--- src/sv/mdc_pkg.sv ---
// Shared command and status types for the determinant controller and datapath.
package mdc_pkg;

    // Commands from the controller to the datapath.
    typedef struct packed {
        logic cfg_wr;   // Write the size register and restart the load.
        logic load;     // Store one element and advance the load position.
        logic init;     // Clear the accumulator and the column tuple.
        logic pinit;    // Start a new product term.
        logic rd;       // Read the next factor of the term.
        logic mul;      // One limb step of the term multiply.
        logic acc;      // Add or subtract the finished term.
        logic inc;      // Step to the next column tuple.
    } t_cmd;

    // Status from the datapath to the controller.
    typedef struct packed {
        logic load_last;  // The element position is the last one of the matrix.
        logic is_perm;    // The current column tuple is a permutation.
        logic tup_last;   // The current column tuple is the final one.
        logic limb_last;  // The multiply is on its top limb.
        logic fac_last;   // The current factor is the last row of the term.
    } t_sts;

    // Widths of one matrix element (also one multiply limb), of the size register and of the determinant.
    localparam int ELEM_W = 16;
    localparam int SIZE_W = 3;
    localparam int DET_W  = 64;

endpackage

--- src/sv/mdc_ctrl.sv ---
// Sequencer for loading and for the permutation walk of the determinant.
module mdc_ctrl (
    input  logic          i_clk,
    input  logic          i_rst_n,
    input  logic          i_start,
    input  logic          i_cfg_valid,
    input  mdc_pkg::t_sts i_sts,
    output mdc_pkg::t_cmd o_cmd,
    output logic          o_busy,
    output logic          o_cfg_ready,
    output logic          o_valid
);

    typedef enum logic [8:0] {
        S_IDLE  = 9'b000000001,
        S_INIT  = 9'b000000010,
        S_CHECK = 9'b000000100,
        S_PINIT = 9'b000001000,
        S_RD    = 9'b000010000,
        S_MUL   = 9'b000100000,
        S_ACC   = 9'b001000000,
        S_ADV   = 9'b010000000,
        S_DONE  = 9'b100000000
    } t_state;

    t_state r_state, n_state;

    // Next state and commands.
    always_comb begin
        n_state = r_state;
        o_cmd   = '0;
        case (r_state)
            S_IDLE: begin
                if (i_cfg_valid) begin
                    o_cmd.cfg_wr = 1'b1;
                end else if (i_start) begin
                    o_cmd.load = 1'b1;
                    if (i_sts.load_last) begin
                        n_state = S_INIT;
                    end
                end
            end
            S_INIT: begin
                o_cmd.init = 1'b1;
                n_state    = S_CHECK;
            end
            S_CHECK: begin
                n_state = i_sts.is_perm ? S_PINIT : S_ADV;
            end
            S_PINIT: begin
                o_cmd.pinit = 1'b1;
                n_state     = S_RD;
            end
            S_RD: begin
                o_cmd.rd = 1'b1;
                n_state  = S_MUL;
            end
            S_MUL: begin
                o_cmd.mul = 1'b1;
                if (i_sts.limb_last) begin
                    n_state = i_sts.fac_last ? S_ACC : S_RD;
                end
            end
            S_ACC: begin
                o_cmd.acc = 1'b1;
                n_state   = S_ADV;
            end
            S_ADV: begin
                if (i_sts.tup_last) begin
                    n_state = S_DONE;
                end else begin
                    o_cmd.inc = 1'b1;
                    n_state   = S_CHECK;
                end
            end
            S_DONE: begin
                n_state = S_IDLE;
            end
            default: begin
                n_state = S_IDLE;
            end
        endcase
    end

    // State register.
    always_ff @(posedge i_clk) begin
        if (!i_rst_n) begin
            r_state <= S_IDLE;
        end else begin
            r_state <= n_state;
        end
    end

    // A size write is taken only when idle, and it holds off an element in that cycle.
    assign o_cfg_ready = (r_state == S_IDLE);
    assign o_busy      = (r_state != S_IDLE) || i_cfg_valid;
    assign o_valid     = (r_state == S_DONE);

`ifndef SYNTHESIS
    // A result strobe lasts one cycle.
    a_strobe_single: assert property (@(posedge i_clk) disable iff (!i_rst_n)
        o_valid |=> !o_valid) else $error("result strobe held");

    // After a result the block is ready for the next matrix.
    a_idle_after: assert property (@(posedge i_clk) disable iff (!i_rst_n)
        o_valid |=> (r_state == S_IDLE)) else $error("busy after result");

    // An element that does not complete the matrix keeps the block idle.
    a_load_idle: assert property (@(posedge i_clk) disable iff (!i_rst_n)
        (i_start && !o_busy && !i_cfg_valid && !i_sts.load_last) |=> (r_state == S_IDLE))
        else $error("busy during load");
`endif

endmodule

--- src/sv/mdc_dp.sv ---
// Datapath: element store, column tuple walker, limb multiplier and accumulator.
module mdc_dp #(
    parameter int MAX_SIZE = 4
) (
    input  logic                             i_clk,
    input  logic                             i_rst_n,
    input  mdc_pkg::t_cmd                    i_cmd,
    input  logic [mdc_pkg::SIZE_W-1:0]       i_cfg_data,
    input  logic signed [mdc_pkg::ELEM_W-1:0] i_element_value,
    output mdc_pkg::t_sts                    o_sts,
    output logic signed [mdc_pkg::DET_W-1:0] o_determinant_value,
    output logic                             o_overflow_flag
);

    localparam int EW    = mdc_pkg::ELEM_W;
    localparam int CW    = (MAX_SIZE > 1) ? $clog2(MAX_SIZE) : 1;
    localparam int NW    = $clog2(MAX_SIZE + 1);
    localparam int DEPTH = MAX_SIZE * MAX_SIZE;
    localparam int AW    = (DEPTH > 1) ? $clog2(DEPTH) : 1;
    localparam int PW    = EW * MAX_SIZE;
    localparam int ACC_W = (PW + 12 > 66) ? PW + 12 : 66;
    localparam int DW    = mdc_pkg::DET_W;

    logic [mdc_pkg::SIZE_W-1:0] r_size;
    logic [NW-1:0]              w_n;
    logic [CW-1:0]              w_nm1;
    logic [CW-1:0]              r_lrow, r_lcol;
    logic [EW-1:0]              r_mem [DEPTH];
    logic [EW-1:0]              r_rdata;
    logic [CW-1:0]              r_dig [MAX_SIZE];
    logic [CW-1:0]              n_dig [MAX_SIZE];
    logic [CW-1:0]              r_fac, r_limb;
    logic [PW-1:0]              r_prod;
    logic [EW:0]                r_carry;
    logic                       r_psign;
    logic signed [ACC_W-1:0]    r_acc;
    logic                       w_perm, w_par, w_last, w_cy;
    logic [EW:0]                w_ext, w_mag;
    logic [2*EW:0]              w_step;
    logic [AW-1:0]              w_waddr, w_raddr;
    logic [ACC_W-DW:0]          w_hi;

    // Matrix order from the size register, clamped to 1..MAX_SIZE.
    always_comb begin
        if (r_size == '0) begin
            w_n = NW'(1);
        end else if (32'(r_size) > MAX_SIZE) begin
            w_n = NW'(MAX_SIZE);
        end else begin
            w_n = NW'(r_size);
        end
    end
    assign w_nm1 = CW'(w_n - NW'(1));

    // Size register; a write restarts the load.
    always_ff @(posedge i_clk) begin
        if (!i_rst_n) begin
            r_size <= mdc_pkg::SIZE_W'(3);
            r_lrow <= '0;
            r_lcol <= '0;
        end else if (i_cmd.cfg_wr) begin
            r_size <= i_cfg_data;
            r_lrow <= '0;
            r_lcol <= '0;
        end else if (i_cmd.load) begin
            if (r_lcol == w_nm1) begin
                r_lcol <= '0;
                r_lrow <= (r_lrow == w_nm1) ? '0 : r_lrow + CW'(1);
            end else begin
                r_lcol <= r_lcol + CW'(1);
            end
        end
    end
    assign o_sts.load_last = (r_lrow == w_nm1) && (r_lcol == w_nm1);

    // Element store with a row stride of MAX_SIZE.
    assign w_waddr = AW'(AW'(r_lrow) * AW'(MAX_SIZE)) + AW'(r_lcol);
    assign w_raddr = AW'(AW'(r_fac) * AW'(MAX_SIZE)) + AW'(r_dig[r_fac]);

    always_ff @(posedge i_clk) begin
        if (i_cmd.load) begin
            r_mem[w_waddr] <= i_element_value;
        end
        if (i_cmd.rd) begin
            r_rdata <= r_mem[w_raddr];
        end
    end

    // Permutation test and inversion parity of the column tuple.
    always_comb begin
        w_perm = 1'b1;
        w_par  = 1'b0;
        w_last = 1'b1;
        for (int i = 0; i < MAX_SIZE; i++) begin
            if (i < 32'(w_n)) begin
                if (r_dig[i] != w_nm1) begin
                    w_last = 1'b0;
                end
                for (int j = i + 1; j < MAX_SIZE; j++) begin
                    if (j < 32'(w_n)) begin
                        if (r_dig[i] == r_dig[j]) begin
                            w_perm = 1'b0;
                        end
                        if (r_dig[i] > r_dig[j]) begin
                            w_par = ~w_par;
                        end
                    end
                end
            end
        end
    end
    assign o_sts.is_perm  = w_perm;
    assign o_sts.tup_last = w_last;

    // Odometer step over the first n digits.
    always_comb begin
        w_cy = 1'b1;
        for (int i = 0; i < MAX_SIZE; i++) begin
            n_dig[i] = r_dig[i];
            if (i < 32'(w_n) && w_cy) begin
                if (r_dig[i] == w_nm1) begin
                    n_dig[i] = '0;
                end else begin
                    n_dig[i] = r_dig[i] + CW'(1);
                    w_cy     = 1'b0;
                end
            end
        end
    end

    always_ff @(posedge i_clk) begin
        for (int i = 0; i < MAX_SIZE; i++) begin
            if (i_cmd.init) begin
                r_dig[i] <= '0;
            end else if (i_cmd.inc) begin
                r_dig[i] <= n_dig[i];
            end
        end
    end

    // Magnitude of the fetched element and one 16-bit limb product.
    assign w_ext  = {r_rdata[EW-1], r_rdata};
    assign w_mag  = r_rdata[EW-1] ? (~w_ext + (EW+1)'(1)) : w_ext;
    assign w_step = (2*EW+1)'(r_prod[EW-1:0]) * (2*EW+1)'(w_mag)
                  + (2*EW+1)'(r_carry);

    // Term product: unsigned magnitude rotated limb by limb, sign kept aside.
    always_ff @(posedge i_clk) begin
        if (i_cmd.pinit) begin
            r_prod  <= PW'(1);
            r_psign <= w_par;
            r_fac   <= '0;
        end else if (i_cmd.rd) begin
            r_carry <= '0;
            r_limb  <= '0;
        end else if (i_cmd.mul) begin
            r_prod  <= (r_prod >> EW) | (PW'(w_step[EW-1:0]) << (PW - EW));
            r_carry <= w_step[2*EW:EW];
            if (r_limb == CW'(MAX_SIZE - 1)) begin
                r_limb  <= '0;
                r_psign <= r_psign ^ r_rdata[EW-1];
                r_fac   <= r_fac + CW'(1);
            end else begin
                r_limb <= r_limb + CW'(1);
            end
        end
    end
    assign o_sts.limb_last = (r_limb == CW'(MAX_SIZE - 1));
    assign o_sts.fac_last  = (r_fac == w_nm1);

    // Signed sum of the terms.
    always_ff @(posedge i_clk) begin
        if (i_cmd.init) begin
            r_acc <= '0;
        end else if (i_cmd.acc) begin
            r_acc <= r_psign ? r_acc - $signed(ACC_W'(r_prod))
                             : r_acc + $signed(ACC_W'(r_prod));
        end
    end

    // Saturation to 64 bits.
    assign w_hi = r_acc[ACC_W-1:DW-1];
    always_comb begin
        if ((&w_hi) || !(|w_hi)) begin
            o_determinant_value = r_acc[DW-1:0];
            o_overflow_flag     = 1'b0;
        end else begin
            o_determinant_value = r_acc[ACC_W-1] ? {1'b1, {(DW-1){1'b0}}}
                                                 : {1'b0, {(DW-1){1'b1}}};
            o_overflow_flag     = 1'b1;
        end
    end

endmodule

--- src/sv/matrix_determinant_cofactor_top.sv ---
// Top level of the exact determinant block: controller plus datapath.
// Elements are taken one per cycle in row-major order while o_busy is low.
// The last element of an n-by-n matrix starts the computation: the block
// walks all n^n column tuples, and for each permutation multiplies its n
// elements, limb by limb for each factor, on one 16x17 limb multiplier.
// It stays busy through the walk, then shows the saturated determinant for
// exactly one cycle with o_valid high.
// The receiver cannot stall, so it must take the result in that cycle.
// A size write restarts the load and is taken only while the block is idle;
// o_busy is high while it is offered, so an element offered with it waits.
module matrix_determinant_cofactor_top #(
    parameter int MAX_SIZE = 4
) (
    input  logic                             i_clk,
    input  logic                             i_rst_n,
    input  logic                             i_start,
    output logic                             o_busy,
    input  logic signed [mdc_pkg::ELEM_W-1:0] i_element_value,
    output logic                             o_valid,
    output logic signed [mdc_pkg::DET_W-1:0] o_determinant_value,
    output logic                             o_overflow_flag,
    input  logic                             i_cfg_valid,
    output logic                             o_cfg_ready,
    input  logic [mdc_pkg::SIZE_W-1:0]       i_cfg_data
);

    mdc_pkg::t_cmd w_cmd;
    mdc_pkg::t_sts w_sts;

    mdc_ctrl u_ctrl (
        .i_clk       (i_clk),
        .i_rst_n     (i_rst_n),
        .i_start     (i_start),
        .i_cfg_valid (i_cfg_valid),
        .i_sts       (w_sts),
        .o_cmd       (w_cmd),
        .o_busy      (o_busy),
        .o_cfg_ready (o_cfg_ready),
        .o_valid     (o_valid)
    );

    mdc_dp #(
        .MAX_SIZE (MAX_SIZE)
    ) u_dp (
        .i_clk               (i_clk),
        .i_rst_n             (i_rst_n),
        .i_cmd               (w_cmd),
        .i_cfg_data          (i_cfg_data),
        .i_element_value     (i_element_value),
        .o_sts               (w_sts),
        .o_determinant_value (o_determinant_value),
        .o_overflow_flag     (o_overflow_flag)
    );

endmodule

--- config.mk ---
export PLATFORM = sky130hd
export DESIGN_NAME = matrix_determinant_cofactor_top
export DESIGN_NICKNAME = d
export VERILOG_FILES = /design/src/sv/mdc_pkg.sv /design/src/sv/mdc_ctrl.sv /design/src/sv/mdc_dp.sv /design/src/sv/matrix_determinant_cofactor_top.sv
export SDC_FILE = /design/constraint.sdc
export NUM_CORES = 2
export LEC_CHECK = 0
export BUFFER_PORTS_ARGS = -buffer_cell sky130_fd_sc_hd__clkbuf_2
export CAP_MARGIN = 20
export CELL_PAD_IN_SITES_DETAIL_PLACEMENT = 0
export CELL_PAD_IN_SITES_GLOBAL_PLACEMENT = 1
export CORE_UTILIZATION = 38
export DETAILED_ROUTE_END_ITERATION = 8
export PLACE_DENSITY = 0.6
export SLEW_MARGIN = 30
export SYNTH_ARGS = -nofsm -noshare
export SYNTH_HDL_FRONTEND = slang
export SYNTH_SLANG_ARGS = --single-unit
--- constraint.sdc ---
create_clock -name i_clk -period 9.47 [get_ports i_clk]
set_input_delay 0.947 -clock i_clk [delete_from_list [all_inputs] [get_ports i_clk]]
set_output_delay 0.947 -clock i_clk [all_outputs]
set_load 0.03 [all_outputs]
[Word-level counts from Yosys, hierarchy flattened]
Memories as Yosys holds them, arrays and structs flattened. A register that Yosys moved wholly into a read port is not among the register bits.
Index checks and enable logic that the tools add are counted.
Word-level totals
  memories: 2
  bits in writable memories: 264
  logic and storage cells: 211
  register bits after elaboration: 178
  input bits: 23
Memories
  u_dp.r_mem: words 16, width 16, rd ports 1, clocked after Yosys merged registers in 1, write ports 1, RTL line mdc_dp.sv:28  | logic [EW-1:0] r_mem [DEPTH];
  u_dp.r_dig: words 4, width 2, rd ports 5, clocked after Yosys merged registers in 1, write ports 4, RTL line mdc_dp.sv:30  | logic [CW-1:0] r_dig [MAX_SIZE];
Cells by class
  equal/unequal tests: 33
  reductions and logical operators: 20
  bitwise gates (word level): 15
  $add $sub $neg: 15
  multiply operators: 1
  magnitude comparators: 11
  mux-type cells: 104
Operators with widths (number)
  $mux W64: 2
  $add A76 B65 Y76: 1
  $mux W76: 1
  $sub A76 B65 Y76: 1
  $pmux W9 S8: 1
  $mux W1: 70
  $or A48 B64 Y64: 1
  $mux W9: 5
  $mux W2: 19
  $mux W17: 2
  $add A33 B17 Y33: 1
  $mul A16 B17 Y33: 1
  $eq A2 B2 Y1: 13
  $add A17 B1 Y17 const B: 1
  $not A17 Y17: 1
  $add A2 B1 Y2 const B: 8
  $reduce_and A13 Y1: 1
  $reduce_or A13 Y1: 1
  $gt A2 B2 Y1: 6
  $eq A9 B1 Y1 const B: 1
  $eq A9 B2 Y1 const B: 1
  $eq A9 B3 Y1 const B: 1
  $eq A9 B4 Y1 const B: 1
  $eq A9 B5 Y1 const B: 1
  29 further kinds: 58

[Depth between registers and ports, before layout]
  depth after elaboration: 27
  mapped depth: 31
  gate-level depth less buffers: 29

[Cells and area by module]
Synthesis repeated with hierarchy kept, for this count alone.
Second synthesis, totals
  cell total of the unflattened synthesis: 3389
  area total of the unflattened synthesis: 34209.1 µm²
By module, submodules not included
  mdc_dp: cells each 3320, area each 33638.5 µm², sequential area each 12031.5 µm², times used 1
  mdc_ctrl: cells each 69, area each 570.5 µm², sequential area each 180.2 µm², times used 1

[Worst setup path before layout]
Ideal clock, no wire load.
  path kind: register -> register
  start: reg u_dp.r_rdata[0], read port of u_dp.r_mem
  end: reg u_dp.r_carry[14] (data pin)
  period minus slack after synthesis: 7.811 ns
  buffers on the path: 2
  setup slack: 1.659 ns
  required time: 9.098 ns
  arrival time: 7.439 ns
  stages on the path, launching flop included: 29
  cell sequence: edfxtp_1 inv_2 nand2_1 or4_1 or2_2 o41ai_1 xnor2_1 clkbuf_1 nand2_1 fa_1 fa_1 inv_1 fa_1 fa_1 fa_1 inv_1 fa_1 inv_1 ha_1 clkbuf_1 nand2_1 or3_1 and4b_1 a21oi_1 a211oi_1 o21a_1 o2111a_1 o21a_1 nor3_1
On the way
  cells in the longest elaborated chain, start to end: 6
RTL lines
  start, declared: RTL line mdc_dp.sv:29  | logic [EW-1:0] r_rdata;
  $not A17 Y17: RTL line mdc_dp.sv:143  | assign w_mag = r_rdata[EW-1] ? (~w_ext + (EW+1)'(1)) : w_ext;
  $add A17 B1 Y17: RTL line mdc_dp.sv:143
  $mux W17 *: RTL line mdc_dp.sv:143
  $mul A16 B17 Y33 *: RTL line mdc_dp.sv:144  | assign w_step = (2*EW+1)'(r_prod[EW-1:0]) * (2*EW+1)'(w_mag)
  $add A33 B17 Y33 *: RTL line mdc_dp.sv:145  | + (2*EW+1)'(r_carry);
  $mux W17 *: RTL line mdc_dp.sv:156  | end else if (i_cmd.mul) begin
  end signal, assigned: RTL line mdc_dp.sv:158  | r_carry <= w_step[2*EW:EW];
  end, declared: RTL line mdc_dp.sv:34  | logic [EW:0] r_carry;
Mark *: on every way between the ends. The rest lies on a longest branch, timed or not. The select of a mux whose other input is x is not followed.
A chain may end at the register's enable or synchronous reset.

[Final worst setup path]
  start: reg u_dp.r_rdata[2], read port of u_dp.r_mem
  end: reg u_dp.r_carry[15] (data pin)
The elaborated chain is that of the path after synthesis.

==> impl_results.md <==
- Mean Syn Cell Area: 9.899 sq um
- Clk pin slew, worst setup/hold paths: ~60 ps
- CP top delay family: adder cells
- Synthesized area: approximately 34000 sq um
- DR WL/cell: between 20 and 25 microns
- Clock Latency Late Sink: 640 ps
- Starting Density: roughly two fifths
- Tmin final: approximately 8700 ps
- Die height: between 300 and 400 microns
- Final nets: 3940
- Final period util: around nine tenths
- Htree depth: 2
- Number of buffers created by CTS: 55
- Seq/Total Area, Yosys: ~36%
- I/O pin cnt: 91
- Final Hold Viols: 0
- WP buf/inv: 4
- Global-route wire length before repair: 154.0 mm
- Min setup slack post-route: ~800 ps
- Max-cap violations: 0
- DP HPWL: about 72 mm
- CP Depth: 25
- Max stage delay cell, worst path: o41ai_1
- Number of port buffers: 90
- Most used DFF post-synth: edfxtp_1
- Final setup fails: 0
- Post-cts gate resize count: 0
- Largest net degree at the start of global routing: 76
- Via count: ~25000
- Leak pwr: about 16 nW
- WL final: between 90 and 100 mm
- Worst slew margin: roughly a third
- Number of synthesized flops with an enable pin: 300
- Antenna Diode Count: 0
- Area Growth Syn to Fin: 10.63%
- Worst Path Max Fanout: 16
- Power per cell area: 140.4 nW/um^2
- Synth warnings: 0
- Most frequent cell on the critical path: fa_1
- WHS: 456.6 ps
- Fillers: ~8700
- RSZ-0062 raised after global routing: false
- Reg-to-Reg Start: u_dp.r_rdata[2]
- Overall global routing resource usage: a little over a fifth
- Post-synthesis cell type count: between 80 and 90
- FF+latch count, synth: 460
- Cells after synthesis: around 3500
- Longest Clk Path Bufs: 3
- Worst Setup SP: u_dp.r_rdata[2]
- Slew @ Worst Pin: between 900 and 1000 ps
- R2R Setup Slk: between 800 and 900 ps
- Post-CTS Setup Inserts: 0
- Reg area: 12210 sq um
- Register-to-Register Path Depth: 25
- Crit end category: flip-flop
- WP data required: ~9800 ps
- Critical Path Start Type: flip-flop
- Vias per Instance: roughly 5.4
- Vias in the first global route: 25770
- Final Core Density: 42.64%
- Num rows: between 100 and 150
- Layout cells sized above 1: roughly a tenth
- Initial antenna violation count: 1
- Drc violations: 0
- Clock root cell: clkbuf_16
- Status: completed
- GP Congestion: 0.8745
- Multi-input gate area: around 20000 sq um
- Maximum vdd ir drop: between 0.0001 and 0.00015 V
- Core area: roughly 89000 sq um
- Critical path class: reg -> reg
- R2r endpoint: u_dp.r_carry[15]
- TritonCTS Sinks: between 400 and 500
- Routed Antenna Nets: 0
- CTS tree: yes
- CP peak stage delay: 660 ps
- Crit path to: u_dp.r_carry[15]
- Hold WC Path Type: reg -> reg
- Crit path DAT: between 9000 and 10000 ps
- DRT Pass-1 Iters: 5
- Clk_skew: about 38 ps
- Gr ovfl total: 0
- Width of the die: 302.3 microns
- Iteration-0 DRC Markers: approximately 1800
- Fin Setup TNS: 0 ps
- Fin. max-slew vios: 0
- Async SR Flop Fraction: 0%
- Hold Buf Count CTS: 0
- Fmax achieved: roughly 120 MHz
- Die ar.: 91390 sq um
- Dpl ws: between 800 and 900 ps
[cell families after synthesis]
family | count (synthesis) | synth area share (%)
xor gates and xnor gates | 163 | 4.166
and+or+nand+nor | 1091 | 15.71
buffers and inverters | 551 | 6.130
DFF | 460 | 35.63
muxes | 91 | 5.652
adders and majority gates | 431 | 20.69
other | 2 | 0.02191
AOI/OAI and AO/OA | 673 | 12.00
[routing by layer]
layer	GRT usage [%]	share of wire (%)
met1	30.86	46
met2	36.27	48
met3	2.277	3.8
met4	5.026	2.0
met5	0	0.013
[tightest hold or removal path, delay by kind of cell (launching register included)]
family | cells | cell delay [ps]
flip-flops | 1 | 310
AND/OR/NAND/NOR | 1 | 50
AO/OA/AOI/OAI | 1 | 50
[flip-flops by register name (all words and copies together), names as in the netlist, named ones only]
signal          count
u_dp.r_mem        256
u_dp.r_psign        1
u_dp.r_dig          8
u_dp.r_acc         76
u_dp.r_carry       17
u_dp.r_fac          2
u_dp.r_limb         2
u_dp.r_size         3
u_ctrl.r_state      9
u_dp.r_lrow         2
u_dp.r_lcol         2
u_dp.r_rdata       16
u_dp.r_prod        64
[Yosys cell counts (all sizes together), types with 13 or more instances]
master / count / area share (%)
nand2: 427 / 4.7
inv: 357 / 3.9
edfxtp: 300 / 26
a21oi: 274 / 4.0
fa: 226 / 13
ha: 205 / 7.5
nor2: 163 / 1.8
dfxtp: 160 / 9.3
clkbuf: 159 / 1.7
and2: 152 / 2.8
o21ai: 130 / 1.9
xnor2: 126 / 3.2
mux4: 82 / 5.4
o21a: 71 / 1.6
nor3: 66 / 0.99
nand3: 62 / 0.92
a21o: 44 / 0.96
nand4: 39 / 0.73
xor2: 37 / 0.95
and3: 35 / 0.64
buf: 34 / 0.47
nor4: 25 / 0.58
a31oi: 24 / 0.46
o21bai: 24 / 0.53
nand2b: 23 / 0.42
nor2b: 22 / 0.40
a211oi: 19 / 0.43
or3: 16 / 0.29
nor3b: 14 / 0.32
a31o: 13 / 0.33
[through the flow]
stage                     cells  total power [mW]  cell area, sq um
after floorplan            3476             2.883             34320
after global placement     4594             3.134             35970
after detailed placement   4594             3.139             35990
after CTS                  4697             5.376             37900
after global routing       4697             5.541             37910
final                      4697             5.324             37910
[area by class of cell]
class,count,share of cell area (%)
Clock buffer,69,3.822
Clock inverter,34,1.205
Inverter,358,3.545
Multi-Input combinational cell,2465,53.07
Sequential cell,460,32.21
Tap cell,1165,3.845
Timing Repair Buffer,146,2.307
[power by group]
| part | switching (mW) | leakage [nW] | internal, mW |
|---|---|---|---|
| logic | 0.585 | 11.0 | 0.345 |
| registers | 0.0271 | 3.98 | 2.15 |
| clock network | 0.904 | 0.924 | 1.31 |
[cells in the final DEF, fill, tap and decap left out, types with 13 or more instances in the layout]
cell	synthesis	layout
nand2_1	425	425
inv_1	356	356
edfxtp_1	300	300
a21oi_1	274	274
fa_1	226	226
ha_1	205	205
nor2_1	161	161
dfxtp_1	160	160
and2_1	151	151
xnor2_1	126	124
o21ai_0	106	106
clkbuf_2	0	90
mux4_2	82	81
o21a_1	71	71
nor3_1	64	64
nand3_1	61	61
clkbuf_16	0	55
buf_4	1	55
a21o_1	44	44
nand4_1	38	38
xor2_1	37	37
and3_1	35	31
o21ai_1	24	24
o21bai_1	24	24
nand2b_1	23	23
nor2b_1	22	22
a31oi_1	23	22
nor4_1	21	21
a211oi_1	18	18
or3_1	16	16
conb_1	2	16
a31o_2	13	13
clkinv_2	0	13
[how the worst min path moves through the flow]
stage                     cells past startpoint  slack (ps)         endpoint             from
after global routing                          2         480  u_dp.r_prod[10]  u_dp.r_prod[10]
after detailed placement                      2         450  u_dp.r_prod[12]  u_dp.r_prod[12]
final                                         2         460  u_dp.r_prod[12]  u_dp.r_prod[12]
after global placement                        2         440  u_dp.r_prod[12]  u_dp.r_prod[12]
after CTS                                     2         460  u_dp.r_prod[12]  u_dp.r_prod[12]
after floorplan                               2         440   u_dp.r_acc[47]   u_dp.r_acc[47]
Note: power is estimated with default switching activity, not from simulation.
